<file path="config.mk">
export PLATFORM = sky130hd
export DESIGN_NAME = rcsc_ctrl
export DESIGN_NICKNAME = d
export VERILOG_FILES = /design/src/design/rcsc_pkg.sv /design/src/design/rcsc_ctrl.sv
export SDC_FILE = /design/constraint.sdc
export NUM_CORES = 1
export LEC_CHECK = 0
export ABC_AREA = 0
export BUFFER_PORTS_ARGS = -buffer_cell sky130_fd_sc_hd__buf_2
export CORE_AREA = 2 2 39 41
export CTS_CLUSTER_DIAMETER = 40
export DETAILED_ROUTE_END_ITERATION = 10
export DIE_AREA = 0 0 41 43
export PLACE_DENSITY = 0.46
export SLEW_MARGIN = 20
export SYNTH_ARGS = -nofsm -noshare
export SYNTH_HDL_FRONTEND = slang
export SYNTH_SLANG_ARGS = --single-unit
</file>
<file path="constraint.sdc">
create_clock -name i_clk -period 1.1 [get_ports i_clk]
set_input_delay 0.055 -clock i_clk [delete_from_list [all_inputs] [get_ports i_clk]]
set_output_delay 0.055 -clock i_clk [all_outputs]
set_load 0.1 [all_outputs]
</file>
<file path="src/design/rcsc_pkg.sv">
// Package for the range cache with second-chance replacement.
// Holds field widths, the cache row layout, the controller state type and
// the command and status bundles shared by the controller and the datapath.
`default_nettype none

package rcsc_pkg;

    // Widths of the item fields.
    localparam int WID_W  = 2;
    localparam int DATA_W = 64;
    localparam int IDX_W  = 3;

    // One cache row: reference bit, range bounds and data handle.
    typedef struct packed {
        logic              ref_bit;
        logic [DATA_W-1:0] range_start;
        logic [DATA_W-1:0] range_end;
        logic [DATA_W-1:0] handle;
    } t_row;

    localparam int ROW_W = $bits(t_row);

    // Controller states.
    typedef enum logic [2:0] {
        S_CLEAR,
        S_IDLE,
        S_SCAN,
        S_SWEEP_RD,
        S_SWEEP_CHK,
        S_DONE
    } t_state;

    // Commands from the controller to the datapath.
    typedef struct packed {
        logic in_ready;  // input channel may take a transfer
        logic load;      // input transfer this cycle: latch the item
        logic clear_wr;  // write an empty row during the clearing pass
        logic scan_rd;   // read the next entry of the partition
        logic wr_hit;    // mark the matching entry referenced, record a hit
        logic sweep_rd;  // read the entry under the clock hand
        logic wr_clear;  // clear the reference bit under the hand, advance
        logic wr_fill;   // refill the victim under the hand, record a miss
        logic push;      // move the finished result into the output register
    } t_cmd;

    // Status from the datapath to the controller.
    typedef struct packed {
        logic clear_last;  // clearing pass writes its last row
        logic match;       // returned entry holds the timestamp
        logic chk_last;    // returned entry is the last of the partition
        logic ref_set;     // entry under the hand has its reference bit set
        logic sweep_done;  // every entry has been given its second chance
        logic out_free;    // output register can take a result this cycle
    } t_sts;

endpackage

`default_nettype wire

</file>
<file path="src/design/rcsc_ctrl.sv">
// Controller of the range cache: clearing pass, lookup scan, clock sweep
// and hand-off to the output register. Depends on rcsc_pkg.
`default_nettype none

module rcsc_ctrl
    import rcsc_pkg::*;
(
    input  wire logic i_clk,
    input  wire logic i_rst_n,
    input  wire logic i_in_valid,
    input  wire t_sts i_sts,
    output t_cmd      o_cmd
);

    t_state r_state;
    t_state n_state;

    // State register.
    always_ff @(posedge i_clk) begin
        if (!i_rst_n) begin
            r_state <= S_CLEAR;
        end else begin
            r_state <= n_state;
        end
    end

    // Next state.
    always_comb begin
        n_state = r_state;
        unique case (r_state)
            S_CLEAR: begin
                if (i_sts.clear_last) begin
                    n_state = S_IDLE;
                end
            end
            S_IDLE: begin
                if (i_in_valid) begin
                    n_state = S_SCAN;
                end
            end
            S_SCAN: begin
                priority if (i_sts.match) begin
                    n_state = S_DONE;
                end else if (i_sts.chk_last) begin
                    n_state = S_SWEEP_RD;
                end else begin
                    n_state = r_state;
                end
            end
            S_SWEEP_RD: begin
                n_state = S_SWEEP_CHK;
            end
            S_SWEEP_CHK: begin
                if (i_sts.ref_set && !i_sts.sweep_done) begin
                    n_state = S_SWEEP_RD;
                end else begin
                    n_state = S_DONE;
                end
            end
            S_DONE: begin
                if (i_sts.out_free) begin
                    n_state = S_IDLE;
                end
            end
            default: begin
                n_state = S_CLEAR;
            end
        endcase
    end

    // Commands to the datapath.
    always_comb begin
        o_cmd = '0;
        unique case (r_state)
            S_CLEAR: begin
                o_cmd.clear_wr = 1'b1;
            end
            S_IDLE: begin
                o_cmd.in_ready = 1'b1;
                o_cmd.load     = i_in_valid;
            end
            S_SCAN: begin
                o_cmd.scan_rd = 1'b1;
                o_cmd.wr_hit  = i_sts.match;
            end
            S_SWEEP_RD: begin
                o_cmd.sweep_rd = 1'b1;
            end
            S_SWEEP_CHK: begin
                o_cmd.wr_clear = i_sts.ref_set && !i_sts.sweep_done;
                o_cmd.wr_fill  = !(i_sts.ref_set && !i_sts.sweep_done);
            end
            S_DONE: begin
                o_cmd.push = i_sts.out_free;
            end
            default: begin
                o_cmd = '0;
            end
        endcase
    end

endmodule

`default_nettype wire

</file>
### Yosys cells after proc, flatten, opt, wreduce, memory -nomap -nowiden

Cells that the tools add are included.
Widths: inputs -> output; s select.

* register bits after elaboration: 3
* output and inout bits: 9
* input bits: 9
* logic and storage cells: 28

* muxes and demuxes: 13
* equal/unequal tests: 9
* reductions and logical operators: 5

Operator list (count)
* $mux 3: 6
* $pmux 3 s6: 1
* $eq 3x2->1 const B: 2
* $eq 3x3->1 const B: 2
* $mux 2: 3
* $ne 2x2->1 const B: 3
* $reduce_and 4->1: 1
* $eq 3x1->1 const B: 1
* $logic_not 3->1: 1
* $mux 1: 3
* $ne 3x3->1 const B: 1
* $logic_not 1->1: 2
* $logic_and 1x1->1: 1

### Depth between registers and ports, before layout

* word-level depth: 4
* mapped depth: 4
* gate-level depth less buffers: 3

### Least setup slack after synthesis

Ideal clock, no wire load.

* path kind: flip-flop to output port
* start point: reg r_state[0]
* end point: out o_cmd[7] (netlist bit)
* buffers on the path: 1
* slack: -2686 ps
* stages on the path, launching flop included: 4
* required time: 1045 ps
* data arrival time: 3731 ps
* cell sequence: dfxtp_1 -> buf_4 -> nor3b_1 -> and2_1

RTL lines
* start, declared: line rcsc_ctrl.sv:15 `t_state r_state;`
* start signal, assigned: line rcsc_ctrl.sv:23 `r_state <= n_state;`
* end, declared: line rcsc_ctrl.sv:12 `output t_cmd o_cmd`

==> summary.md <==
| Metric | Value |
|---|---|
| Vias in the first global route | `390` |
| Starting DRT DRC Count | `0` |
| Root Buffer | `clkbuf_4` |
| Compound-Gate Fraction of Synth Area | `21.6%` |
| Worst skew pair latency | `230 ps` |
| Dominant synthesized flop cell | `dfxtp_1` |
| Achievable frequency | `0.736 GHz` |
| Number of cell rows | `14` |
| Tmin final | `1360 ps` |
| WL final | `830 um` |
| Clock sink count | `3` |
| Yosys top cell by area | `dfxtp_1` |
| Proportion of synthesized area in mux cells | `0%` |
| Max FFs per register | `3` |
| Hold Vio Cnt, Final | `0` |
| WP data required | `1040 ps` |
| NumNets Final | `79` |
| Die Height | `43 um` |
| Core area | `1380 um2` |
| Largest net degree at the start of global routing | `9` |
| Seq/Total Area, Yosys | `23.5%` |
| Placed Cells | `75` |
| P per Cell Area | `1040 nW/um2` |
| LEAKAGE | `0.309 nW` |
| RSZ-0062 raised after global routing | `yes` |
| DIE WIDTH | `41 um` |
| Count leader, synth | `nor3b_1` |
| Crit Path Class | `reg -> out` |
| # DRC | `0` |
| Tot GR Track Use | `12.1%` |
| Slew headroom | `74.8%` |
| Ant. Diodes | `0` |
| Total Neg Setup Slack | `-1950 ps` |
| Starting Density | `18.4%` |
| Largest family of logic cells by synthesized area | `simple AND/OR/NAND/NOR gates` |
| Layout cell share with drive strength beyond 1 | `73.9%` |
| Synth Register Bits | `3` |
| Synth Area in XOR/XNOR | `0%` |
| Ports | `18` |
| Biggest regs | `r_state (3)` |
| Initial antenna violation count | `0` |
| Adder-Cell Fraction of Synth Area | `0%` |
| Worst-Margin Slew | `369 ps` |
| RePlAce Congestion | `0.672` |
| Final Cycle Share | `124%` |
| Final Skew | `1.17 ps` |
| Async S/R FF share, synth | `0%` |
| Critical path endpoint category | `primary output` |
| CTS Buffer Depth | `2` |
| Syn nets | `42` |
| Final setup viols | `11` |
| PortBufs | `17` |
| Avg Vias per Cell | `4.35` |
| First-pass GRT wire length | `1.42 mm` |
| Max Slew Vio Count | `0` |
| Final Worst Setup Slack | `-259 ps` |
| Worst-path clk slew | `30 ps` |
| Number of enable flip-flop cells after synthesis | `0` |
| CP arrival | `1300 ps` |
| Total die area | `1760 um2` |
| CTS tree | `done` |
| CP max FO | `7` |
| Fin cells | `85` |
| Yosys top cell area share | `23.5%` |
| TritonRoute pass-1 iters | `1` |
| Post-Syn Area | `255 um2` |
| Cells after Synth | `33` |
| Ranking of synthesized cells by area | `dfxtp_1, nor3b_1, nand2b_4, and2_1, nor2b_1` |
| Via count | `370` |
| Post-DP HPWL | `651 um` |
| Area Overhead vs Synth | `194%` |
| Post-Synth Simple-Gate Area | `47.5%` |
| Post-route ant nets | `0` |
| Synth unique cells | `21` |
| Inserted Clock Buffers | `3` |
| Cts hold-fix bufs | `0` |
| Most frequent cells after synthesis | `nor3b_1, dfxtp_1, inv_1, nor2_1` |
| Hold Path Class | `in -> reg` |
| Max cap viols | `0` |
| Ys Warns | `0` |
| Total global routing overflow | `0` |
| Max IR drop VDD | `680 uV` |
| WL/cell | `9.76 um` |
| Status | `finished with violations` |
| Syn_area_per_cell | `7.73 um2` |
| Element type at the critical path start | `flip-flop` |
| H-tree depth | `1` |
| Top reg by flops | `r_state` |
| Failing checks | `setup timing` |
repair_timing:
item,4_1_cts,5_1_grt
endpoints found under the hold margin,0,0
setup endpoints to repair,10,12
gates resized for setup,6,6
pin swaps,7,6
setup buffers,5,2
cell families after synthesis:
family / count (synthesis)
simple gates: 18
compound gates: 8
buf+inv: 4
flops: 3
final timing paths:
check | startpoint | end | slack (ps) | depth (start not counted)
worst max-delay path | r_state[2] | o_cmd[2] | -260 | 4
worst min-delay path | i_rst_n | r_state[2] | 80 | 2
worst max register to register | r_state[2] | r_state[1] | -70 | 5
worst min register to register | r_state[0] | r_state[1] | 620 | 2
metrics by stage:
stage | utilization [%] | total power [mW] | setup WS, ps | hold WS [ps] | instance area [um2]
after floorplan | - | 0.381 | -797 | 173 | 320
after global routing | 54.2 | 0.820 | -311 | 84.1 | 749
after detailed placement | 46.0 | 0.537 | -51.9 | 317 | 637
final | 54.2 | 0.778 | -259 | 76.8 | 749
after CTS | 51.9 | 0.760 | -276 | 72.9 | 718
after global placement | 46.0 | 0.536 | -54.9 | 323 | 637
power breakdown:
part / internal (mW) / switching, mW / leakage [nW]
Clock: 0.136 / 0.0558 / 0.0150
Sequential: 0.119 / 0.0151 / 0.0264
Combinational: 0.208 / 0.244 / 0.267
Total: 0.462 / 0.315 / 0.309
per-layer routing:
metal | vias to the layer above | GRT usage (%) | wire, um
met1 | 165 | 11.2 | 277
met3 | 2 | 4.19 | 54
li1 | 189 | - | -
met5 | - | 0 | 0
met4 | 0 | 8.00 | 19
met2 | 14 | 20.6 | 479
placed cells by master (no fill, tap or decap):
cell type,netlist,final
a2111oi_0,1,1
or2b_1,1,1
clkbuf_4,0,3
buf_12,0,10
o21ai_0,2,1
nor2b_1,2,2
buf_6,0,5
o21ai_1,0,1
inv_4,0,1
dfxtp_4,0,2
nor2_4,0,1
nand2b_1,1,1
a211oi_1,1,1
a21boi_1,0,1
o31ai_1,1,1
nor3_4,0,1
buf_2,0,8
nor3b_4,0,4
inv_1,3,1
nand2_1,1,1
o31a_1,1,1
clkbuf_1,0,1
dfxtp_2,0,1
nor3b_1,4,1
a21oi_1,1,1
and2_4,0,2
nor2_1,3,2
or3_4,0,1
nand2b_4,1,1
buf_4,1,10
clkinvlp_4,0,1
critical path, cell delays in order (launching register included):
cell and delay (ps):
dfxtp_4 390, nand2b_4 70, or3_4 350, clkinvlp_4 90, buf_12 160
layout make-up:
cell class	count	area (um2)
well taps	16	20.0
repair buffers	33	372
clock buffers	4	26.3
flip-flops and latches	3	68.8
multi-input cells	26	245
fillers	134	634
inverters	3	17.5
Note: power is estimated with default switching activity, not from simulation.
